===== src/design/bvfa_pkg.sv =====
// Types and constants of the bit-vector field access unit.
package bvfa_pkg;

    localparam int STORE_BYTES_DEF = 4096;
    localparam int LANES           = 8;
    localparam int ROWS_DEF        = (STORE_BYTES_DEF + LANES - 1) / LANES;
    localparam int ROW_W_DEF       = $clog2(ROWS_DEF);
    localparam int OFF_W           = 35;
    localparam int NEED_W          = 36;
    localparam int USED_W          = 13;

    localparam logic FN_WRITE = 1'b1;

    typedef enum logic [1:0] {
        ST_OK        = 2'd0,
        ST_BAD_SIZE  = 2'd1,
        ST_NEG_WRITE = 2'd2,
        ST_NO_ROOM   = 2'd3
    } status_t;

    typedef enum logic {
        SQ_CLEAR,
        SQ_RUN
    } seq_state_t;

    typedef logic [7:0] lane_t;
    typedef lane_t [LANES-1:0] row_t;

    typedef struct packed {
        logic               func;
        logic signed [31:0] elem_offset;
        logic [6:0]         elem_bits;
        logic [63:0]        write_value;
    } in_t;

    typedef struct packed {
        logic [63:0]       read_value;
        status_t           status;
        logic [USED_W-1:0] used_length;
    } out_t;

    typedef struct packed {
        logic              do_read;
        logic              do_write;
        logic              sub;
        logic [2:0]        k;
        logic [2:0]        bit_off;
        logic [OFF_W-1:0]  byte_off;
        logic [NEED_W-1:0] need;
        status_t           status;
        logic [63:0]       wval;
    } dec_t;

endpackage


===== src/design/bvfa_dec.sv =====
// Command decode: size check, byte/bit offset, end of element, status.
module bvfa_dec #(
    parameter int STORE_BYTES = bvfa_pkg::STORE_BYTES_DEF
) (
    input  bvfa_pkg::in_t  cmd,
    output bvfa_pkg::dec_t dec
);

    logic [31:0] raw;
    logic        neg;
    logic        legal;
    logic [2:0]  k;
    logic [3:0]  span;

    always_comb
    begin
        raw   = cmd.elem_offset;
        neg   = raw[31];
        legal = 1'b1;
        k     = 3'd0;
        unique case (cmd.elem_bits)
            7'd1:    k = 3'd0;
            7'd2:    k = 3'd1;
            7'd4:    k = 3'd2;
            7'd8:    k = 3'd3;
            7'd16:   k = 3'd4;
            7'd32:   k = 3'd5;
            7'd64:   k = 3'd6;
            default: legal = 1'b0;
        endcase

        dec.k    = k;
        dec.sub  = (k < 3'd3);
        dec.wval = cmd.write_value;
        if (k >= 3'd3)
        begin
            dec.byte_off = {3'b000, raw} << (k - 3'd3);
            dec.bit_off  = 3'd0;
            span         = 4'd1 << (k - 3'd3);
        end
        else
        begin
            dec.byte_off = {3'b000, raw >> (3'd3 - k)};
            dec.bit_off  = raw[2:0] << k;
            span         = 4'd1;
        end
        dec.need = {1'b0, dec.byte_off} + bvfa_pkg::NEED_W'(span);

        if (neg)
        begin
            dec.status = (cmd.func == bvfa_pkg::FN_WRITE) ? bvfa_pkg::ST_NEG_WRITE
                                                          : bvfa_pkg::ST_OK;
        end
        else if (!legal)
        begin
            dec.status = bvfa_pkg::ST_BAD_SIZE;
        end
        else if (cmd.func == bvfa_pkg::FN_WRITE &&
                 dec.need > bvfa_pkg::NEED_W'(STORE_BYTES))
        begin
            dec.status = bvfa_pkg::ST_NO_ROOM;
        end
        else
        begin
            dec.status = bvfa_pkg::ST_OK;
        end

        dec.do_read  = !neg && legal && (cmd.func != bvfa_pkg::FN_WRITE);
        dec.do_write = !neg && legal && (cmd.func == bvfa_pkg::FN_WRITE) &&
                       (dec.status == bvfa_pkg::ST_OK);
    end

endmodule


===== config.mk =====
export PLATFORM = sky130hd
export DESIGN_NAME = bvfa_dec
export DESIGN_NICKNAME = d
export VERILOG_FILES = /design/src/design/bvfa_pkg.sv /design/src/design/bvfa_dec.sv
export SDC_FILE = /design/constraint.sdc
export NUM_CORES = 1
export LEC_CHECK = 0
export BUFFER_PORTS_ARGS = -buffer_cell sky130_fd_sc_hd__buf_2
export CELL_PAD_IN_SITES_DETAIL_PLACEMENT = 1
export CELL_PAD_IN_SITES_GLOBAL_PLACEMENT = 2
export CORE_ASPECT_RATIO = 0.75
export CORE_MARGIN = 3
export CORE_UTILIZATION = 24
export DETAILED_ROUTE_END_ITERATION = 10
export GPL_TIMING_DRIVEN = 0
export PLACE_DENSITY = 0.85
export SLEW_MARGIN = 15
export SYNTH_ARGS = -nofsm -noshare
export SYNTH_HDL_FRONTEND = slang
export SYNTH_SLANG_ARGS = --single-unit

===== constraint.sdc =====
create_clock -name vclk -period 8.4
set_clock_uncertainty 0.1 [all_clocks]
set_input_delay 0.42 -clock vclk [all_inputs]
set_output_delay 0.42 -clock vclk [all_outputs]
set_load 0.02 [all_outputs]

=== After elaboration in Yosys (flattened, before gate mapping) ===
Cells that the tools add are included.

* Add/subtract/negate cells: 3
* Magnitude comparators: 3
* Equality and inequality tests: 7
* Shift-type cells: 4
* Mux-type cells: 8
* Bitwise operators: 1
* Reductions and logical operators: 8

{| class="wikitable"
|+ Operator list
! cell !! count
|-
| 38-bit two-way mux || 1
|-
| 35-bit by 4-bit adder with 36-bit output || 1
|-
| 36-bit by 13-bit greater-than comparator with 1-bit output (second input constant) || 1
|-
| 32-bit by 3-bit left shift with 35-bit output || 1
|-
| 32-bit by 3-bit >> shifter with 32-bit output || 1
|-
| 3-bit case mux with 6 select lines || 1
|-
| 2-bit two-way mux || 4
|-
| 7-bit by 1-bit equality test with 1-bit output (second input constant) || 1
|-
| 7-bit by 2-bit equality test with 1-bit output (second input constant) || 1
|-
| 7-bit by 3-bit equality test with 1-bit output (second input constant) || 1
|-
| 7-bit by 4-bit equality test with 1-bit output (second input constant) || 1
|-
| 7-bit by 5-bit equality test with 1-bit output (second input constant) || 1
|-
| 7-bit by 6-bit equality test with 1-bit output (second input constant) || 1
|-
| 7-bit equality test (second input constant) || 1
|-
| 7-bit OR reduction || 1
|-
| 1-bit logical AND || 5
|-
| 4-bit two-way mux || 1
|-
| 1-bit by 3-bit left shift with 4-bit output (first input constant) || 1
|-
| 3-bit by 2-bit greater-or-equal comparator with 1-bit output (second input constant) || 1
|-
| 3-bit by 2-bit less-than comparator with 1-bit output (second input constant) || 1
|-
| 3-bit by 3-bit left shift with 3-bit output || 1
|-
| 2-bit by 3-bit subtractor with 3-bit output (first input constant) || 1
|-
| 3-bit by 2-bit subtractor with 3-bit output (second input constant) || 1
|-
| 2-bit logical NOT || 1
|-
| 3 further kinds || 3
|}

* Register bits after elaboration: 0
* Input port bits: 104
* Output and inout port bits: 146
* Logic and storage cells: 34

=== Longest topological paths before layout ===
Gate-level depths: netlist of the first run.

* Word-level depth: 13
* Depth in mapped cells: 34
* Depth with buffers taken out: 21

=== Worst setup path before layout of the first run ===
No wires, ideal clock.

* Kind: input to output
* Start: input port cmd[65] in the netlist's numbering
* End: output port dec[144] in the netlist's numbering
* Data arrival time: 7434 ps
* Data required time: 7880 ps
* Path slack: 446 ps
* Stages: 31
* Cells stage by stage: buf_6 -> xor2_1 -> o211ai_4 -> inv_4 -> buf_6 -> buf_6 -> buf_4 -> buf_2 -> buf_1 -> buf_1 -> ha_1 -> ha_1 -> a21oi_1 -> buf_2 -> buf_2 -> buf_1 -> buf_1 -> nor2_1 -> a21oi_1 -> ha_1 -> a21o_1 -> a21oi_1 -> o21bai_1 -> nand3_1 -> nor2b_2 -> buf_2 -> nand4_1 -> xnor2_1 -> or4_1 -> nor4_1 -> and4_1

{| class="wikitable"
|+ RTL lines
! item !! line !! RTL
|-
| from (decl) || bvfa_dec.sv:5 || <nowiki>input bvfa_pkg::in_t cmd,</nowiki>
|-
| to (decl) || bvfa_dec.sv:6 || <nowiki>output bvfa_pkg::dec_t dec</nowiki>
|}

==> run metrics, run 1 <==
HP Class=in2out; via count=just under 6000; Hold Crit Endpoint=dec[33]; Placed Cells=between 1000 and 1500; cells after synthesis=651; Post-layout nets=about 940; CP Capture Type=primary output; min Tclk post-route=7950 ps; crit-path max FO=19; worst path required time=7880 ps; placed cell area=approximately 0.006 sq mm; Residual DRC=0; slowest cell delay on critical path=470 ps; die area=around 0.021 sq mm; max-cap violation count=0; buffers and inverters on the worst path=12; Syn. warnings=0; register area=0 sq um; Max VDD drop=roughly 0.000031 V; final WL=around 23000 um; RSZ-0062 raised after global routing=no; met3 wire len=between 1500 and 2000 um; DRT iter0 DRCs=around 570; IO buf count=182; drt via density=5.53; WL/cell=approximately 21 um; Finished Layout Cells=1074; Layout area overhead=27.8%; Synth Net Count=about 760; Leak=around 2.9 nW; die height=between 100 and 150 um; Met1 Wirelength=between 10000 and 15000 um; Final Setup Violations=0; global-route wire length before repair=roughly 35000 um; clock buf count=0; # diodes=0; setup slack after layout=around 450 ps; fin area=between 0.005 and 0.006 sq mm; largest net degree at the start of global routing=22; Starting Density=about a quarter; Top delay family on crit path=buffers and inverters; row cnt=43; Final Slew Violations=0; highest routing layer actually used=met4; status=finished clean; initial antenna violation count=0; Slowest cell on crit path=buf_2; drt first pass iters=5; PnR Total Power=about 0.33 mW; gr usage total=19.8%; Unique masters post-synth=92; period utilization=94.6%; hold wc startpoint=cmd[33]; Post-Syn Area=~0.0047 sq mm; dpl hpwl=19200 um; seq_cells=0; Max-slew headroom=approximately half; arrival time at the worst endpoint=around 7400 ps; hold slack final=between 900 and 1000 ps; vias in the first global route=between 5000 and 6000; classification of the worst setup path=in2out; share of cells above drive strength 1=41.5%; Worst setup SP type=input port; Slew @ Worst Pin=759 ps; final hold violations=0; cell mode on critical path=buf_2; Core Region=around 0.019 sq mm; Ports=250; remaining antenna violation count=0; Die Wd=167 um; gpl congestion=0.939; Sum Neg Setup Slack=0 ps; Syn Area/Cell=around 7.2 sq um; Power per Cell Area=between 50 and 60 mW/mm^2; routed wl met2=approximately 10000 um; hold path depth=2; sequential area share after synthesis=0%; top achievable clock speed=0.126 GHz; gr ovfl total=0; pre-CTS WS=-1650 ps; fin util=31.8%
[cells in the final DEF (no fill, tap or decap), drive strengths merged, types with 15 or more instances in the layout]
cell type and count:
a21oi 35, and3 18, buf 277, inv 23, mux2 15, mux2i 56
mux4 16, nand2 59, nand3 29, nor2 51, o21ai 35, xnor2 29
[Yosys cell counts, types with 3 or more instances]
library cell / count / area (sq um)
nor2_1: 49 / 184
or4_1: 3 / 22.5
mux4_1: 3 / 78.8
a41oi_1: 3 / 26.3
inv_1: 21 / 78.8
a211oi_1: 8 / 60.1
mux2_2: 14 / 158
and2_1: 7 / 43.8
a21o_1: 5 / 37.5
nor3_1: 11 / 55.1
mux4_2: 13 / 293
a31oi_1: 10 / 62.6
nand3b_1: 3 / 22.5
a221o_1: 6 / 60.1
nor4_1: 4 / 25.0
nand3_1: 28 / 140
mux2i_1: 56 / 561
ha_1: 8 / 100
o21ai_0: 33 / 165
buf_2: 15 / 75.1
o211ai_1: 8 / 60.1
a21oi_1: 35 / 175
nand2_1: 57 / 214
buf_4: 74 / 556
a2111oi_0: 3 / 26.3
xnor2_1: 29 / 254
nand4_1: 11 / 68.8
clkbuf_1: 15 / 56.3
or4b_1: 3 / 30.0
nand2b_1: 3 / 18.8
buf_6: 4 / 45.0
o22ai_1: 3 / 18.8
xor2_1: 10 / 87.6
and3_1: 18 / 113
or3_1: 3 / 18.8
buf_1: 5 / 18.8
[kinds of logic (layout without fill, tap and decap cells)]
kind of cell	count (synthesis)	in the layout	share of synthesized area, %
simple gates	229	229	26.3
compound gates	150	150	21.9
buf+inv	136	312	17.9
mux	87	87	23.6
xor+xnor	40	40	7.65
fa+ha+maj	9	9	2.57
[how the worst max path moves through the flow]
stage,slack [ps],endpoint,startpoint,depth (start not counted)
after floorplan,450,dec[144],cmd[65],31
after global placement,-1620,dec[144],cmd[69],31
after detailed placement,-1650,dec[144],cmd[69],31
after CTS,30,dec[144],cmd[69],30
after global routing,6,dec[144],cmd[66],29
final,450,dec[144],cmd[66],29
[repair_timing]
action / in CTS / in global routing
hold buffers: 0 / 0
endpoints found under the setup margin: 30 / 3
endpoints found under the hold margin: 0 / 0
pin swaps: 0 / 2
setup buffers: 0 / 3
gates cloned: 0 / 0
resized for setup: 14 / 12
[power breakdown]
part | switching, mW | internal [mW] | total (mW)
combinational | 0.205 | 0.125 | 0.330
sequential | 0 | 0 | 0
clock | 0 | 0 | 0
[area by class of cell]
| cell class | instances | area (sq um) |
|---|---|---|
| well taps | 247 | 309 |
| repair buffers | 185 | 933 |
| multi-input cells | 515 | 3910 |
| plain buffers | 104 | 736 |
| fillers | 2385 | 12800 |
| inverters | 23 | 88.8 |
[metal layers]
layer	GRT usage, %	vias up
met5	0	-
met4	1.88	0
met3	3.15	30
met2	32.3	316
met1	28.6	2881
li1	-	2707
Power figures use the tool's default switching activity.
==> run 2, diff against run 1 <==
CORE_MARGIN = default   (was 3)
==> run 2 against run 1 <==
  * Global-route usage is 1.6 points higher
  * Worst setup slack worse by 51 ps
  * Wire length shrank 0.77%
  * Critical path depth increased by 3
  * Non-clock buffer count stayed put
  * Highest routed layer is now met5
  * Sequential cell count unchanged
  * Largest power group unchanged
  * Via count decreased by 0.12%
  * Critical path type unchanged
  * Die area is 5.5% lower
  * Cell count did not move
  * First-iteration DRC count down 12%
  * Fmax is 0.64% lower
==> run metrics, run 2 (synthesis gave the netlist of run 1 again) <==
status=finished clean; Crit path depth=32; final hold violations=0; seq_cells=0; Leak=between 2 and 3 nW; share of cells above drive strength 1=about two fifths; gr usage total=between 20% and 30%; Die Wd=around 160 um; register area=0 sq um; hold path depth=2; classification of the worst setup path=in2out; Final Setup Violations=0; Slowest cell on crit path=fa_1; cell mode on critical path=buf_2; DRT iter0 DRCs=498; vias in the first global route=roughly 5500; final WL=between 20000 and 25000 um; buffers and inverters on the worst path=15; Max-slew headroom=a little over a third; largest net degree at the start of global routing=29; commonest non-fill, non-tap cell in the layout=buf_2; Power per Cell Area=approximately 55 mW/mm^2; worst path required time=7880 ps; top achievable clock speed=approximately 0.12 GHz; Core Region=roughly 0.019 sq mm; Residual DRC=0; RSZ-0062 raised after global routing=no; setup slack after layout=approximately 400 ps; Max VDD drop=0.0000301 V; period utilization=a little over nine tenths; arrival time at the worst endpoint=about 7500 ps; hold slack final=957 ps; initial antenna violation count=1; drt first pass iters=5; remaining antenna violation count=0; # hold bufs at CTS=0; Starting Density=between 20 and 25%; HP Class=in2out; die area=approximately 0.020 sq mm; Worst setup SP type=input port; PnR Total Power=around 0.33 mW; fillcell total=around 2400; min Tclk post-route=8000 ps; via count=approximately 5900; Slew @ Worst Pin=~950 ps; most frequent cells in the layout=193 x buf_2, 77 x buf_4, 57 x nand2_1, 56 x mux2i_1, 49 x nor2_1; die height=roughly 120 um; gpl congestion=0.933; Sum Neg Setup Slack=0 ps; slowest cell delay on critical path=around 400 ps; Layout area overhead=27.8%; Ports=250; # diodes=0; CP Capture Type=primary output; IO buf count=~180; row cnt=43; Top delay family on crit path=buffers and inverters; Final Slew Violations=0; max-cap violation count=0; clock buf count=0; WL/cell=21.0 um; multi-input logic area=a little under 0.004 sq mm; crit-path max FO=19; gr ovfl total=0; pre-CTS WS=-1740 ps; Post-layout nets=between 900 and 1000; dpl hpwl=~19000 um; global-route wire length before repair=33300 um; drt via density=around 5.5
## run 2: worst paths after layout
path | startpoint | endpoint | slack (ps)
worst min-delay path | cmd[4] | dec[4] | 960
worst max-delay path | cmd[69] | dec[144] | 400
## run 2: stage by stage
stage                     instances  instance area [sq um]  util (%)
after floorplan                 651                   4680         -
after global placement         1080                   5900      31.4
after detailed placement       1080                   5900      31.4
after CTS                      1073                   5920      31.6
after global routing           1074                   5980      31.8
final                          1074                   5980      31.8
## run 2: cell type report
| cell class | instances | area share (%) |
|---|---|---|
| buffer | 105 | 12.4 |
| multi-input combinational | 515 | 65.4 |
| tap | 247 | 5.17 |
| inverter | 23 | 1.49 |
| timing repair buffer | 184 | 15.5 |
## run 2: power breakdown
group | switching (mW) | total (mW) | internal, mW
clock | 0 | 0 | 0
combinational | 0.205 | 0.331 | 0.125
sequential | 0 | 0 | 0
## run 2: layer usage
layer / up-vias / part of all wire, % / track usage, %
li1: 2702 / - / -
met1: 2910 / 46 / 31.6
met2: 286 / 44 / 32.3
met3: 27 / 8.4 / 4.23
met4: 2 / 1.1 / 2.69
met5: - / 0.044 / 0
## run 2: timing repair
action	in CTS	in global routing
gates resized for setup	15	12
pin swaps	0	1
buffers inserted	0	2
setup endpoints to repair	31	3
gates cloned	0	0
==> run 3, diff against run 2 <==
CORE_UTILIZATION = 26   (was 24)
GPL_TIMING_DRIVEN = default   (was 0)
PLACE_DENSITY = 0.91   (was 0.85)
clock period = 9.8 ns   (was 8.4 ns; I/O delays follow)
==> run 3 against run 2 <==
  * First-iteration DRC count down 25%
  * Via count down 13%
  * Critical path depth down 10
  * Worst hold slack worse by 77 ps
  * Global-route usage down 1.7 points
  * Cell count down 15%
  * Sequential share of layout area unchanged
  * Design area down 18%
  * Sequential cell count unchanged
  * Critical path type unchanged
  * Critical endpoint unchanged
  * Largest cell class unchanged
==> run metrics, run 3 (synthesis gave the netlist of run 1 again) <==
status=finished clean; HP Class=in2out; # diodes=0; initial antenna violation count=0; remaining antenna violation count=0; die height=between 100 and 150 um; GRT busiest layer=met2; top achievable clock speed=between 0.1 and 0.15 GHz; Slew @ Worst Pin=852 ps; global-route wire length before repair=29100 um; vias in the first global route=~5100; arrival time at the worst endpoint=7780 ps; WL/cell=slightly above 20 um; share of cells above drive strength 1=27.1%; Power per Cell Area=46.0 mW/mm^2; M3 GR Usage=roughly 2.3%; setup bufs post-CTS=0; DRT iter0 DRCs=roughly 370; IO buf count=about 120; Final Setup Violations=0; CP startpoint=cmd[67]; drt first pass iters=5; commonest non-fill, non-tap cell in the layout=buf_2; buffers and inverters on the worst path=3; Crit path depth=22; most frequent cells in the layout=122 x buf_2, 57 x nand2_1, 56 x mux2i_1, 49 x nor2_1, 34 x a21oi_1; gr ovfl total=0; # hold bufs at CTS=0; Residual DRC=0; Max-slew headroom=between 40% and 50%; setup slack after layout=approximately 1400 ps; met2 Track Usage GR=a little under a third; clock buf count=0; largest net degree at the start of global routing=between 60 and 70; gpl congestion=about 0.89; Max VDD drop=0.0000284 V; Slowest cell on crit path=nand2_2; final WL=18700 um; Core Region=roughly 0.018 sq mm; via count=5166; gr usage total=between 10% and 20%; period utilization=a little under nine tenths; Worst setup SP type=input port; crit-path max FO=34; Leak=about 2.2 nW; Post-layout nets=about 800; row cnt=42; dpl hpwl=14900 um; Layout area overhead=4.89%; max-cap violation count=0; Sum Neg Setup Slack=0 ps; drt via density=5.68; final hold violations=0; die area=around 0.019 sq mm; Ports=between 200 and 300; cts repair resizes=0; worst path required time=9210 ps; M1 GR Usage=roughly 29%; PnR Total Power=approximately 0.23 mW; classification of the worst setup path=in2out; register area=0 sq um; Starting Density=26.6%; seq_cells=0; crit-path cells=buf_2 -> nor4_2 -> nand2_1 -> nand2_2 -> ha_2 -> buf_4 -> nor2b_1 -> nor2b_1 -> nor2_1 -> a21oi_1 -> ha_1 -> a21o_1 -> a21oi_1 -> o21bai_1 -> nand3_1 -> nor2b_2 -> nand4_1 -> xnor2_1 -> or4_1 -> nor4_1 -> and4_1 -> buf_2; Final Slew Violations=0; Top delay family on crit path=simple AND/OR/NAND/NOR gates; RSZ-0062 raised after global routing=no; Die Wd=157 um; min Tclk post-route=roughly 8400 ps; CP Capture Type=primary output; worst setup path end=dec[144]; fillcell total=2245; slowest cell delay on critical path=approximately 770 ps; pre-CTS WS=roughly 1500 ps
## run 3: cell count changes in the layout (fill, tap and decap cells not counted), sizes merged
cell    previous run  this run
clkbuf            14         0
buf              275       129
## run 3: layout make-up
type,instances,area (sq um),share of cell area [%]
timing repair buffer,129,663,13.5
tap,242,303,6.17
multi-input combinational,515,3850,78.5
inverter,23,88.8,1.81
## run 3: per-stage QoR
| step | area, sq um | hold WS [ps] | util (%) | std cells |
|---|---|---|---|---|
| global placement | 4910 | 880 | 27.9 | 909 |
| detailed placement | 4910 | 880 | 27.9 | 909 |
| global route | 4910 | 880 | 27.9 | 909 |
| floorplan | 4680 | 963 | - | 651 |
| finish | 4910 | 880 | 27.9 | 909 |
| CTS | 4910 | 880 | 27.9 | 909 |
## run 3: power by group
part	leakage (nW)	internal [mW]	switching [mW]
Clock	0	0	0
Sequential	0	0	0
Combinational	2.22	0.0792	0.146
## run 3: how the worst min path moves through the flow
stage                          end  slack [ps]      from  depth (start not counted)
after floorplan           dec[145]         960  cmd[103]                          1
after global placement     dec[10]         880   cmd[10]                          0
after detailed placement   dec[10]         880   cmd[10]                          0
after CTS                  dec[10]         880   cmd[10]                          0
after global routing       dec[22]         880   cmd[22]                          0
final                       dec[0]         880    cmd[0]                          0
## run 3: routing by layer
layer  up-vias  part of all wire, %
met2       208                   44
met4         0                  1.9
met1      2557                   47
met5         -                    0
li1       2380                    -
met3        21                  6.8
